===== src/msc_pkg.sv =====
// Shared package of the midpoint subdivision line clipper.
// Holds default sizes, register indexes, outcode bits and controller links.
// Used by every module of the block; depends on nothing.
package msc_pkg;

  localparam int COORD_BITS_DEF  = 16;
  localparam int STACK_DEPTH_DEF = 17;
  localparam int MAX_RESULTS     = 36;
  localparam int CNT_W           = $clog2(MAX_RESULTS + 1);

  localparam int CFG_IDX_W = 2;
  localparam logic [CFG_IDX_W-1:0] REG_WIN_LEFT   = 2'd0;
  localparam logic [CFG_IDX_W-1:0] REG_WIN_RIGHT  = 2'd1;
  localparam logic [CFG_IDX_W-1:0] REG_WIN_BOTTOM = 2'd2;
  localparam logic [CFG_IDX_W-1:0] REG_WIN_TOP    = 2'd3;

  localparam int OC_W      = 4;
  localparam int OC_ABOVE  = 3;
  localparam int OC_BELOW  = 2;
  localparam int OC_RIGHT  = 1;
  localparam int OC_LEFT   = 0;

  typedef struct packed {
    logic load;
    logic advance;
    logic take_piece;
    logic finish;
  } msc_cmd_t;

  typedef struct packed {
    logic piece_visible;
    logic do_split;
    logic level_zero;
    logic hold_valid;
    logic out_free;
  } msc_status_t;

endpackage


===== src/msc_datapath.sv =====
// Datapath of the line clipper: window registers, current piece, far point stack,
// held piece and output register. Imports msc_pkg; driven by msc_ctrl commands.
module msc_datapath
  import msc_pkg::*;
#(
  parameter int COORD_BITS  = COORD_BITS_DEF,
  parameter int STACK_DEPTH = STACK_DEPTH_DEF
) (
  input  logic                         clk,
  input  logic                         rst,
  input  msc_cmd_t                     cmd,
  output msc_status_t                  status,
  input  logic                         cfg_we,
  input  logic [CFG_IDX_W-1:0]         cfg_index,
  input  logic signed [COORD_BITS-1:0] cfg_data,
  input  logic signed [COORD_BITS-1:0] start_x,
  input  logic signed [COORD_BITS-1:0] start_y,
  input  logic signed [COORD_BITS-1:0] end_x,
  input  logic signed [COORD_BITS-1:0] end_y,
  input  logic                         out_stall,
  output logic                         out_valid,
  output logic                         visible,
  output logic signed [COORD_BITS-1:0] piece_start_x,
  output logic signed [COORD_BITS-1:0] piece_start_y,
  output logic signed [COORD_BITS-1:0] piece_end_x,
  output logic signed [COORD_BITS-1:0] piece_end_y,
  output logic                         last_piece
);

  localparam int LVL_W = $clog2(STACK_DEPTH + 1);
  localparam int IDX_W = $clog2(STACK_DEPTH);

  logic signed [COORD_BITS-1:0] win_left, win_right, win_bottom, win_top;
  logic signed [COORD_BITS-1:0] cur_ax, cur_ay, cur_bx, cur_by;
  logic signed [COORD_BITS-1:0] hold_ax, hold_ay, hold_bx, hold_by;
  logic                         hold_valid;
  logic [LVL_W-1:0]             level;
  logic signed [COORD_BITS-1:0] stk_x [STACK_DEPTH];
  logic signed [COORD_BITS-1:0] stk_y [STACK_DEPTH];

  logic [OC_W-1:0]              code_a, code_b;
  logic signed [COORD_BITS:0]   dx, dy, sum_x, sum_y;
  logic                         short_x, short_y, full, both_in, share;
  logic [LVL_W-1:0]             lvl_dec;
  logic [IDX_W-1:0]             push_idx, pop_idx;
  logic signed [COORD_BITS-1:0] mid_x, mid_y;
  logic                         out_free;

  always_comb begin
    code_a[OC_ABOVE] = cur_ay > win_top;
    code_a[OC_BELOW] = cur_ay < win_bottom;
    code_a[OC_RIGHT] = cur_ax > win_right;
    code_a[OC_LEFT]  = cur_ax < win_left;
    code_b[OC_ABOVE] = cur_by > win_top;
    code_b[OC_BELOW] = cur_by < win_bottom;
    code_b[OC_RIGHT] = cur_bx > win_right;
    code_b[OC_LEFT]  = cur_bx < win_left;
  end

  assign dx      = (COORD_BITS+1)'(cur_ax) - (COORD_BITS+1)'(cur_bx);
  assign dy      = (COORD_BITS+1)'(cur_ay) - (COORD_BITS+1)'(cur_by);
  assign short_x = (dx == '0) || (dx == (COORD_BITS+1)'(1)) || (dx == '1);
  assign short_y = (dy == '0) || (dy == (COORD_BITS+1)'(1)) || (dy == '1);
  assign sum_x   = (COORD_BITS+1)'(cur_ax) + (COORD_BITS+1)'(cur_bx);
  assign sum_y   = (COORD_BITS+1)'(cur_ay) + (COORD_BITS+1)'(cur_by);
  assign mid_x   = sum_x[COORD_BITS:1];
  assign mid_y   = sum_y[COORD_BITS:1];

  assign full     = level == LVL_W'(STACK_DEPTH);
  assign both_in  = (code_a == '0) && (code_b == '0);
  assign share    = |(code_a & code_b);
  assign lvl_dec  = level - LVL_W'(1);
  assign push_idx = level[IDX_W-1:0];
  assign pop_idx  = lvl_dec[IDX_W-1:0];
  assign out_free = !out_valid || !out_stall;

  always_comb begin
    status.piece_visible = both_in;
    status.do_split      = !both_in && !share && !(short_x && short_y) && !full;
    status.level_zero    = level == '0;
    status.hold_valid    = hold_valid;
    status.out_free      = out_free;
  end

  always_ff @(posedge clk) begin
    if (rst) begin
      win_left   <= '0;
      win_right  <= '0;
      win_bottom <= '0;
      win_top    <= '0;
    end else if (cfg_we) begin
      unique case (cfg_index)
        REG_WIN_LEFT:   win_left   <= cfg_data;
        REG_WIN_RIGHT:  win_right  <= cfg_data;
        REG_WIN_BOTTOM: win_bottom <= cfg_data;
        REG_WIN_TOP:    win_top    <= cfg_data;
        default:        win_left   <= win_left;
      endcase
    end
  end

  always_ff @(posedge clk) begin
    if (rst) begin
      level  <= '0;
      cur_ax <= '0;
      cur_ay <= '0;
      cur_bx <= '0;
      cur_by <= '0;
    end else if (cmd.load) begin
      level  <= '0;
      cur_ax <= start_x;
      cur_ay <= start_y;
      cur_bx <= end_x;
      cur_by <= end_y;
    end else if (cmd.advance) begin
      if (status.do_split) begin
        level  <= level + LVL_W'(1);
        cur_bx <= mid_x;
        cur_by <= mid_y;
      end else if (level != '0) begin
        level  <= lvl_dec;
        cur_ax <= cur_bx;
        cur_ay <= cur_by;
        cur_bx <= stk_x[pop_idx];
        cur_by <= stk_y[pop_idx];
      end
    end
  end

  always_ff @(posedge clk) begin
    if (cmd.advance && status.do_split) begin
      stk_x[push_idx] <= cur_bx;
      stk_y[push_idx] <= cur_by;
    end
  end

  always_ff @(posedge clk) begin
    if (rst) begin
      hold_valid <= 1'b0;
    end else if (cmd.load || cmd.finish) begin
      hold_valid <= 1'b0;
    end else if (cmd.take_piece) begin
      hold_valid <= 1'b1;
    end
  end

  always_ff @(posedge clk) begin
    if (cmd.take_piece) begin
      hold_ax <= cur_ax;
      hold_ay <= cur_ay;
      hold_bx <= cur_bx;
      hold_by <= cur_by;
    end
  end

  always_ff @(posedge clk) begin
    if (rst) begin
      out_valid <= 1'b0;
    end else if (cmd.finish || (cmd.take_piece && hold_valid)) begin
      out_valid <= 1'b1;
    end else if (!out_stall) begin
      out_valid <= 1'b0;
    end
  end

  always_ff @(posedge clk) begin
    if (cmd.finish) begin
      visible       <= hold_valid;
      last_piece    <= 1'b1;
      piece_start_x <= hold_valid ? hold_ax : '0;
      piece_start_y <= hold_valid ? hold_ay : '0;
      piece_end_x   <= hold_valid ? hold_bx : '0;
      piece_end_y   <= hold_valid ? hold_by : '0;
    end else if (cmd.take_piece && hold_valid) begin
      visible       <= 1'b1;
      last_piece    <= 1'b0;
      piece_start_x <= hold_ax;
      piece_start_y <= hold_ay;
      piece_end_x   <= hold_bx;
      piece_end_y   <= hold_by;
    end
  end

endmodule


===== src/msc_ctrl.sv =====
// Controller of the line clipper: state machine and count of visible pieces.
// Imports msc_pkg; reads msc_datapath status and issues its commands.
module msc_ctrl
  import msc_pkg::*;
(
  input  logic        clk,
  input  logic        rst,
  input  logic        in_valid,
  output logic        in_stall,
  input  msc_status_t status,
  output msc_cmd_t    cmd
);

  localparam logic [1:0] ST_IDLE   = 2'd0;
  localparam logic [1:0] ST_RUN    = 2'd1;
  localparam logic [1:0] ST_FINISH = 2'd2;

  logic [1:0]       state, state_next;
  logic [CNT_W-1:0] count, count_next;
  logic             step_blocked;

  assign in_stall     = state != ST_IDLE;
  assign step_blocked = status.piece_visible && status.hold_valid && !status.out_free;

  always_comb begin
    state_next = state;
    count_next = count;
    cmd        = '0;
    unique case (state)
      ST_IDLE: begin
        if (in_valid) begin
          cmd.load   = 1'b1;
          count_next = '0;
          state_next = ST_RUN;
        end
      end
      ST_RUN: begin
        if (!step_blocked) begin
          cmd.advance    = 1'b1;
          cmd.take_piece = status.piece_visible;
          if (status.piece_visible) begin
            count_next = count + CNT_W'(1);
          end
          if ((status.piece_visible && count == CNT_W'(MAX_RESULTS - 1)) ||
              (!status.do_split && status.level_zero)) begin
            state_next = ST_FINISH;
          end
        end
      end
      ST_FINISH: begin
        if (status.out_free) begin
          cmd.finish = 1'b1;
          state_next = ST_IDLE;
        end
      end
      default: begin
        state_next = ST_IDLE;
      end
    endcase
  end

  always_ff @(posedge clk) begin
    if (rst) begin
      state <= ST_IDLE;
      count <= '0;
    end else begin
      state <= state_next;
      count <= count_next;
    end
  end

endmodule


===== src/midpoint_subdivision_line_clipper_core.sv =====
// Channel   Handshake              Request contents
// in        in_valid / in_stall    start_x, start_y, end_x, end_y
// out       out_valid / out_stall  visible, piece_start/end x and y, last_piece
// cfg       cfg_valid / cfg_ready  cfg_index, cfg_data (window edge)
// A line takes a load step, then subdivision steps (split, emit, drop or pop of
// the far point stack), then a closing step. The step loop over the stack sets
// how long a line takes.
// Reset is synchronous and needs no clearing pass; the stack is written before use.
// A stalled output holds the step loop only when a visible piece must move out.
// Top level of the midpoint subdivision line clipper; imports msc_pkg and
// instantiates msc_ctrl and msc_datapath.
module midpoint_subdivision_line_clipper_core
  import msc_pkg::*;
#(
  parameter int COORD_BITS  = COORD_BITS_DEF,
  parameter int STACK_DEPTH = STACK_DEPTH_DEF
) (
  input  logic                         clk,
  input  logic                         rst,
  input  logic                         cfg_valid,
  output logic                         cfg_ready,
  input  logic [CFG_IDX_W-1:0]         cfg_index,
  input  logic signed [COORD_BITS-1:0] cfg_data,
  input  logic                         in_valid,
  output logic                         in_stall,
  input  logic signed [COORD_BITS-1:0] start_x,
  input  logic signed [COORD_BITS-1:0] start_y,
  input  logic signed [COORD_BITS-1:0] end_x,
  input  logic signed [COORD_BITS-1:0] end_y,
  output logic                         out_valid,
  input  logic                         out_stall,
  output logic                         visible,
  output logic signed [COORD_BITS-1:0] piece_start_x,
  output logic signed [COORD_BITS-1:0] piece_start_y,
  output logic signed [COORD_BITS-1:0] piece_end_x,
  output logic signed [COORD_BITS-1:0] piece_end_y,
  output logic                         last_piece
);

  msc_cmd_t    cmd;
  msc_status_t status;

  assign cfg_ready = 1'b1;

  msc_ctrl u_ctrl (
    .clk      (clk),
    .rst      (rst),
    .in_valid (in_valid),
    .in_stall (in_stall),
    .status   (status),
    .cmd      (cmd)
  );

  msc_datapath #(
    .COORD_BITS  (COORD_BITS),
    .STACK_DEPTH (STACK_DEPTH)
  ) u_datapath (
    .clk           (clk),
    .rst           (rst),
    .cmd           (cmd),
    .status        (status),
    .cfg_we        (cfg_valid && cfg_ready),
    .cfg_index     (cfg_index),
    .cfg_data      (cfg_data),
    .start_x       (start_x),
    .start_y       (start_y),
    .end_x         (end_x),
    .end_y         (end_y),
    .out_stall     (out_stall),
    .out_valid     (out_valid),
    .visible       (visible),
    .piece_start_x (piece_start_x),
    .piece_start_y (piece_start_y),
    .piece_end_x   (piece_end_x),
    .piece_end_y   (piece_end_y),
    .last_piece    (last_piece)
  );

endmodule


===== config.mk =====
export PLATFORM = sky130hd
export DESIGN_NAME = midpoint_subdivision_line_clipper_core
export DESIGN_NICKNAME = d
export VERILOG_FILES = /design/src/msc_pkg.sv /design/src/msc_datapath.sv /design/src/msc_ctrl.sv /design/src/midpoint_subdivision_line_clipper_core.sv
export SDC_FILE = /design/constraint.sdc
export NUM_CORES = 1
export LEC_CHECK = 0
export ABC_AREA = 1
export CAP_MARGIN = 0
export CELL_PAD_IN_SITES_DETAIL_PLACEMENT = 0
export CELL_PAD_IN_SITES_GLOBAL_PLACEMENT = 1
export CORE_UTILIZATION = 35
export CTS_CLUSTER_SIZE = 25
export DETAILED_ROUTE_END_ITERATION = 16
export DONT_BUFFER_PORTS = 1
export GPL_TIMING_DRIVEN = 0
export PLACE_DENSITY_LB_ADDON = 0.1
export SLEW_MARGIN = 20
export SYNTH_ARGS = -nofsm -noshare
export SYNTH_HDL_FRONTEND = slang
export SYNTH_SLANG_ARGS = --single-unit

===== constraint.sdc =====
create_clock -name clk -period 5.4 [get_ports clk]
set_input_delay 0.81 -clock clk [delete_from_list [all_inputs] [get_ports clk]]
set_output_delay 0.81 -clock clk [all_outputs]
set_load 0.03 [all_outputs]

==> results.py, run 1 <==
metrics = {
    "sta": {
        "setup_repair_after_global_routing_missed_its_margin": "no",
        "skew_ns": 0.0323,
        "worst-slew-pin-transition_ns": 1.04,
        "fin_crit_ns": 5.13,
        "number_of_endpoints_failing_setup_at_the_final_stage": 0,
        "maxSlewViolCount": 0,
        "final_worst_path_period_share_pct": 94.9,
        "finalSetupTns_ns": 0,
        "worst_slew_margin_rel_pct": 30.4,
        "hold_viol_final": 0,
        "max_freq_mhz": 195,
    },
    "grt": {
        "number_of_antenna_violations_at_the_first_check_in_global_routing": 25,
        "grt-ovfl-total": 0,
        "first_global_vias": 27821,
        "track_usage_pct": 25.2,
        "grt_first_pass_wirelength_mm": 202,
        "grt_start_max_net_pins": 49,
    },
    "synthesis": {
        "yosys_most_used_dff": "sky130_fd_sc_hd__edfxtp_1",
        "post_synth_num_cell_types": 52,
        "synthCells": 3871,
        "synth_top_cell_by_area": "sky130_fd_sc_hd__edfxtp_1",
        "syn-cell-area_sq_mm": 0.0388,
        "synth.yosys.warnings": 0,
        "synth_seq_area_share_pct": 59.5,
        "ys_top_cells_by_area": "sky130_fd_sc_hd__edfxtp_1, sky130_fd_sc_hd__dfxtp_1, sky130_fd_sc_hd__ha_1",
        "number_of_flops_mapped_to_enable_cells_by_yosys": 673,
        "ys_seq_elements": 817,
        "synth_largest_type_area_fraction_pct": 52.1,
        "postSynthNetCount": 4158,
        "yosys.cell_count.top_type": "sky130_fd_sc_hd__edfxtp_1",
        "netlist_top_cells_count": "sky130_fd_sc_hd__edfxtp_1, sky130_fd_sc_hd__nor2_1, sky130_fd_sc_hd__nand2_1",
        "synth-async-reset-ratio_pct": 0,
        "synth_area_per_cell_sq_um": 10.0,
    },
    "critical_path": {
        "reg2regPathDepth": 17,
        "critPathLaunchType": "flip-flop",
        "worst-path-max-fanout": 12,
        "critPathRequiredTime_ns": 5.93,
        "cp_arrival_ns": 5.66,
        "critPathBufInv": 6,
        "max_stage_delay_ns": 0.60,
        "critical_path.cell_chain": "clkbuf_1 -> clkinv_2 -> clkbuf_1 -> clkbuf_1 -> ha_1 -> xnor2_1 -> inv_2 -> clkbuf_1 -> o221ai_1 -> nand3_1 -> nand3_1 -> o21ai_0 -> nand2_1 -> nand3_1 -> nand3_1 -> nand2_1 -> nor2_1",
        "critPathKind": "flip-flop to flip-flop",
        "delay_heaviest_family_cp": "buffers and inverters",
        "rr_endpoint": "u_datapath.cur_by[15]",
        "setup.reg_to_reg.worst_slack_ns": 0.27,
        "sort_of_element_at_the_end_of_the_critical_path": "flip-flop",
        "r2r_start": "u_datapath.level[0]",
        "worst_path_max_delay_cell": "sky130_fd_sc_hd__clkbuf_1",
    },
    "clock_network": {
        "clk_pin_slew_ns": 0.06,
        "cts_hold_repair_buffers": 0,
        "cts.htree.levels": 3,
        "cts-root-buf": "sky130_fd_sc_hd__clkbuf_16",
        "post-cts-setup-buffer-count": 0,
        "clock_tree.buffer_depth": 3,
        "cts.sink_count": 817,
        "cts_inserted_buffers": 93,
        "clock_tree_from_tritoncts": "yes",
        "post_cts_resized": 5,
        "clk_lat_worst_skew_ns": 0.69,
    },
    "detailed_routing": {
        "wl_met2_mm": 68.0,
        "drc": 0,
        "post_drt_wl_per_cell_microns": 25.6,
        "ant_nets": 0,
        "drt_iter0_markers": 2569,
        "routed-wl-met3_mm": 7.70,
        "wl_mm": 143,
        "dr.max_layer_used": "met5",
        "num_vias": 28794,
        "routed_via_density": 5.18,
        "wl_met1_mm": 62.2,
        "first_pass_iters": 5,
    },
    "min_path": {
        "min_delay_path_depth": 1,
        "timing.hold.worst.start": "rst",
        "hp-class": "input port to flip-flop",
        "endpoint_of_the_worst_hold_path": "u_ctrl.count[0]",
    },
    "power_and_ir_drop": {
        "netSwitchingFraction_pct": 48.2,
        "clockPowerShare_pct": 20.5,
        "peakVddDrop_v": 0.000339,
        "power.density_mw_per_mm2": 669,
        "internal_power_w": 0.0155,
        "netSwitchingPower_w": 0.0145,
        "cellLeakagePower_nw": 17.0,
        "share_of_power_burned_in_registers_pct": 30.3,
        "p_comb_share_pct": 49.1,
    },
    "die": {
        "std_cell_rows": 121,
        "ios": 156,
        "placeableCoreArea_sq_mm": 0.109,
        "die_area_sq_mm": 0.112,
        "die_w_microns": 335,
        "initial_utilization_pct": 35.5,
        "die_h_microns": 335,
    },
    "flow_run": {
        "max_cap_violations": 0,
    },
    "final_layout": {
        "finalNetCount": 4296,
        "final_layout_size_suffix_gt1_share_pct": 7.59,
        "flow.area_growth_from_synthesis_pct": 15.5,
        "fin_area_sq_mm": 0.0448,
    },
    "place": {
        "dp_hpwl_mm": 103,
        "port_buffers": 0,
        "place_congestion": 0.846,
        "place_area_sq_mm": 0.0419,
    },
    "run_status": {
        "outcome": "finished, final reports clean",
    },
}
-- area by class of cell --
type	count	area [sq um]
tap	1476	1850
inverter	345	1300
multi-input combinational	2509	13600
sequential	817	23100
clock buffer	121	2490
fill	10863	64500
antenna	2	5.00
timing repair buffer	43	1040
clock inverter	50	432
buffer	200	896
-- stage by stage --
| step | worst slack [ns] | hold slack, ns | util, % | std cells | power (W) |
|---|---|---|---|---|---|
| floorplan | 0.0658 | 0.439 | - | 3871 | 0.0175 |
| detailed placement | -0.288 | 0.459 | 38.3 | 5390 | 0.0239 |
| global route | 0.00550 | 0.178 | 41.0 | 5561 | 0.0319 |
| finish | 0.274 | 0.205 | 41.0 | 5563 | 0.0300 |
| CTS | 0.123 | 0.170 | 41.0 | 5561 | 0.0301 |
| global placement | -3.28 | 0.457 | 37.2 | 5347 | 0.0237 |
-- cell usage in the layout, fill, tap and decap left out, types with 6 or more instances in the layout --
| master | n |
|---|---|
| sky130_fd_sc_hd__nand2_2 | 7 |
| sky130_fd_sc_hd__buf_16 | 31 |
| sky130_fd_sc_hd__clkinv_1 | 28 |
| sky130_fd_sc_hd__inv_1 | 329 |
| sky130_fd_sc_hd__clkbuf_2 | 7 |
| sky130_fd_sc_hd__a21oi_1 | 185 |
| sky130_fd_sc_hd__nand2_4 | 6 |
| sky130_fd_sc_hd__buf_1 | 13 |
| sky130_fd_sc_hd__o21ai_0 | 442 |
| sky130_fd_sc_hd__xor2_1 | 34 |
| sky130_fd_sc_hd__nand4_1 | 19 |
| sky130_fd_sc_hd__edfxtp_1 | 673 |
| sky130_fd_sc_hd__dfxtp_2 | 32 |
| sky130_fd_sc_hd__buf_6 | 7 |
| sky130_fd_sc_hd__buf_2 | 27 |
| sky130_fd_sc_hd__nand3b_1 | 6 |
| sky130_fd_sc_hd__dfxtp_1 | 111 |
| sky130_fd_sc_hd__nor2_1 | 600 |
| sky130_fd_sc_hd__clkinv_2 | 12 |
| sky130_fd_sc_hd__o21a_1 | 6 |
| sky130_fd_sc_hd__nand2_1 | 537 |
| sky130_fd_sc_hd__buf_4 | 13 |
| sky130_fd_sc_hd__o221ai_1 | 127 |
| sky130_fd_sc_hd__nand3_1 | 204 |
| sky130_fd_sc_hd__ha_1 | 196 |
| sky130_fd_sc_hd__inv_2 | 11 |
| sky130_fd_sc_hd__nor2_4 | 16 |
| sky130_fd_sc_hd__nor3_1 | 44 |
| sky130_fd_sc_hd__clkbuf_16 | 94 |
| sky130_fd_sc_hd__clkbuf_1 | 159 |
| sky130_fd_sc_hd__a31oi_1 | 19 |
| sky130_fd_sc_hd__buf_12 | 8 |
-- metal layers --
metal,vias to the layer above,global-route usage [%]
met3,204,4.19
met4,22,7.68
li1,13791,-
met2,804,42.1
met5,-,0
met1,13973,33.3
-- state kept, by name, indices dropped and copies added (netlist names), 2 cells and up --
| signal | cells |
|---|---|
| u_datapath.stk_y | 272 |
| u_datapath.piece_end_y | 16 |
| u_datapath.stk_x | 272 |
| u_datapath.piece_start_y | 16 |
| u_datapath.hold_bx | 16 |
| u_datapath.piece_end_x | 16 |
| u_datapath.level | 5 |
| u_datapath.hold_ay | 16 |
| u_datapath.win_right | 16 |
| u_datapath.win_bottom | 16 |
| u_datapath.piece_start_x | 16 |
| u_ctrl.state | 2 |
| u_datapath.cur_bx | 16 |
| u_datapath.hold_by | 16 |
| u_datapath.cur_ax | 16 |
| u_datapath.hold_ax | 16 |
| u_datapath.win_left | 16 |
| u_datapath.win_top | 16 |
| u_datapath.cur_ay | 16 |
| u_ctrl.count | 6 |
| u_datapath.cur_by | 16 |
-- worst max-delay path by stage --
stage	start	depth (start not counted)	slack, ns	endpoint
6_report	u_datapath.level[0]	17	0.27	u_datapath.cur_by[15]
3_5_place_dp	u_datapath.level[0]	15	-0.29	u_datapath.cur_bx[0]
5_1_grt	u_datapath.level[0]	17	0.006	u_datapath.cur_by[9]
3_3_place_gp	u_datapath.cur_by[5]	21	-3.28	u_datapath.stk_y[16][0]
4_1_cts	u_datapath.cur_ay[0]	23	0.12	u_datapath.stk_y[16][0]
2_1_floorplan	u_datapath.cur_bx[9]	21	0.07	u_datapath.stk_x[16][0]
-- cell families after synthesis --
logic type                 after synthesis  share of synthesized area, %
buffers and inverters                  545                          5.63
muxes                                    1                        0.0258
adders and majority gates              200                          6.53
xor gates and xnor gates                37                         0.835
AOI/OAI and AO/OA                      814                          12.1
DFF                                    817                          59.5
and+or+nand+nor                       1456                          15.4
other                                    1                       0.00967
-- power groups by stage --
stage / clock, W / sequential, W / combinational (W)
floorplan: 0 / 0.00853 / 0.00897
global placement: 0 / 0.00955 / 0.0141
detailed placement: 0 / 0.00924 / 0.0147
CTS: 0.00625 / 0.00911 / 0.0148
global route: 0.00648 / 0.00914 / 0.0162
finish: 0.00615 / 0.00910 / 0.0147
Power figures use the tool's default switching activity.
==> inputs of run 2 (changes only) <==
==> constraint.sdc (replaced) <==
create_clock -name clk -period 5.4 [get_ports clk]
set_input_delay 0.27 -clock clk [delete_from_list [all_inputs] [get_ports clk]]
set_output_delay 0.27 -clock clk [all_outputs]
set_load 0.03 [all_outputs]
==> run 2 against run 1 <==
Register-to-register slack got worse by 0.07 ns. Final area up 2.0%. Clock power barely moved. Flip-flop and latch count stayed put. Core utilization rose by 0.82 points. Global-route usage rose by 0.11 points. Final cell count increased by 1.7%. Total power rose by 0.25%. Wire length grew 0.29%.
==> results.py, run 2 (synthesis results as in run 1) <==
metrics = {
    "run_status": {
        "outcome": "finished, final reports clean",
    },
    "sta": {
        "setup_repair_after_global_routing_missed_its_margin": "no",
        "worst_hold_slack_ns": 0.0414,
        "postLayoutSetupSlackWorst_ns": 0.204,
        "final_worst_path_period_share_pct": 96.2,
        "worst-slew-pin-transition_ns": 1.02,
        "hold_viol_final": 0,
        "fin_crit_ns": 5.20,
        "maxSlewViolCount": 0,
        "skew_ns": 0.0305,
        "finalSetupTns_ns": 0,
        "max_freq_mhz": 192,
        "worst_slew_margin_rel_pct": 31.9,
        "number_of_endpoints_failing_setup_at_the_final_stage": 0,
    },
    "critical_path": {
        "critPathRequiredTime_ns": 5.96,
        "worst-path-max-fanout": 12,
        "cp_common_cell": "sky130_fd_sc_hd__clkbuf_1",
        "cp_arrival_ns": 5.76,
        "critPathKind": "flip-flop to flip-flop",
        "critical_path.cell_chain": "clkbuf_1 -> clkinv_2 -> clkbuf_1 -> clkbuf_1 -> ha_1 -> xnor2_1 -> inv_2 -> clkbuf_1 -> o221ai_1 -> nand3_1 -> nand3_1 -> o21ai_0 -> nand2_1 -> o21ai_1 -> nor2_1 -> nor2_1 -> nor2_1",
        "critPathLaunchType": "flip-flop",
        "max_stage_delay_ns": 0.59,
        "sort_of_element_at_the_end_of_the_critical_path": "flip-flop",
        "worst_path_max_delay_cell": "sky130_fd_sc_hd__clkbuf_1",
    },
    "detailed_routing": {
        "wl_met1_mm": 63.1,
        "routed_via_density": 5.15,
        "drt_iter0_markers": 2487,
        "drc": 0,
        "dr.max_layer_used": "met5",
        "first_pass_iters": 6,
        "routed-wl-met3_mm": 7.23,
        "wl_met2_mm": 68.1,
        "num_vias": 29150,
        "wl_mm": 143,
        "post_drt_wl_per_cell_microns": 25.3,
        "ant_nets": 0,
    },
    "grt": {
        "number_of_antenna_violations_at_the_first_check_in_global_routing": 20,
        "grt-ovfl-total": 0,
        "grt_first_pass_wirelength_mm": 203,
        "grt_start_max_net_pins": 49,
        "track_usage_pct": 25.3,
        "first_global_vias": 28255,
    },
    "die": {
        "die_w_microns": 335,
        "placeableCoreArea_sq_mm": 0.109,
        "ios": 156,
        "die_h_microns": 335,
        "initial_utilization_pct": 35.5,
        "std_cell_rows": 121,
        "die_area_sq_mm": 0.112,
    },
    "final_layout": {
        "final_layout_size_suffix_gt1_share_pct": 7.43,
        "finish.utilization_pct": 41.8,
        "finalNetCount": 4384,
        "layout_common_cells": "sky130_fd_sc_hd__edfxtp_1, sky130_fd_sc_hd__nor2_1, sky130_fd_sc_hd__nand2_1",
        "layout_commonest_cell": "sky130_fd_sc_hd__edfxtp_1",
        "flow.area_growth_from_synthesis_pct": 17.8,
        "largest_registers": "u_datapath.stk_x x272, u_datapath.stk_y x272",
    },
    "place": {
        "dp_hpwl_mm": 103,
        "dpl_worst_slack_ns": -0.288,
        "port_buffers": 0,
        "place_congestion": 0.846,
    },
    "clock_network": {
        "post-cts-setup-buffer-count": 0,
        "cts.sink_count": 817,
        "clock_tree_from_tritoncts": "yes",
        "cts-root-buf": "sky130_fd_sc_hd__clkbuf_16",
        "clock_tree.buffer_depth": 3,
        "clk_pin_slew_ns": 0.06,
        "clk_lat_worst_skew_ns": 0.70,
        "cts.htree.levels": 3,
        "cts_inserted_buffers": 93,
    },
    "min_path": {
        "hp-class": "input port to flip-flop",
    },
    "power_and_ir_drop": {
        "peakVddDrop_v": 0.000340,
        "totalPowerFinal_w": 0.0301,
        "power.density_mw_per_mm2": 658,
        "cellLeakagePower_nw": 17.4,
    },
    "flow_run": {
        "max_cap_violations": 0,
    },
}
## run 2: path summary, 6_finish.rpt
| kind | endpoint | start | cells past startpoint | slack [ns] |
|---|---|---|---|---|
| min reg2reg | u_ctrl.count[5] | u_ctrl.count[5] | 2 | 0.47 |
| max | u_datapath.cur_by[2] | u_datapath.level[0] | 17 | 0.20 |
| min | u_datapath.win_bottom[15] | cfg_index[1] | 5 | 0.04 |
| max reg2reg | u_datapath.cur_by[2] | u_datapath.level[0] | 17 | 0.20 |
## run 2: final cells by class
cell class | instances | area (sq um)
Buffer | 200 | 896
Timing Repair Buffer | 131 | 1920
Clock inverter | 50 | 432
Clock buffer | 121 | 2490
Inverter | 345 | 1300
Fill cell | 10818 | 63600
Multi-Input combinational cell | 2509 | 13600
Antenna cell | 10 | 25.0
Tap cell | 1476 | 1850
Sequential cell | 817 | 23100
## run 2: layer usage
metal / global-route usage, % / up-vias
met5: 0 / -
met4: 7.77 / 20
met3: 3.70 / 186
met2: 42.2 / 762
met1: 33.8 / 14190
li1: - / 13992
## run 2: power breakdown
group          switching [W]  leakage [nW]  total [W]  internal, W
Sequential           0.00131          7.35    0.00910      0.00779
Combinational         0.0105          8.61     0.0148      0.00432
Clock                0.00269          1.41    0.00615      0.00346
Total                 0.0145          17.4     0.0301       0.0156
## run 2: timing repair
action	CTS	global route
resized for setup	5	7
setup endpoints to repair	26	39
endpoints found under the hold margin	139	0
hold buffers	88	0
cloned	0	0
## run 2: per-stage QoR
| step | cell area [sq um] | instances |
|---|---|---|
| after floorplan | 38800 | 3871 |
| after global placement | 40600 | 5347 |
| after detailed placement | 41900 | 5390 |
| after CTS | 45700 | 5649 |
| after global routing | 45700 | 5652 |
| final | 45700 | 5659 |
## run 2: worst max-delay path: cells and delay by family, from the launching register on
kind,cells,cell delay [ns]
XOR/XNOR,1,0.29
AO/OA/AOI/OAI,3,0.69
buffers and inverters,6,2.50
AND/OR/NAND/NOR,6,0.83
adder cells (fa/ha/maj),1,0.38
flip-flops,1,0.36
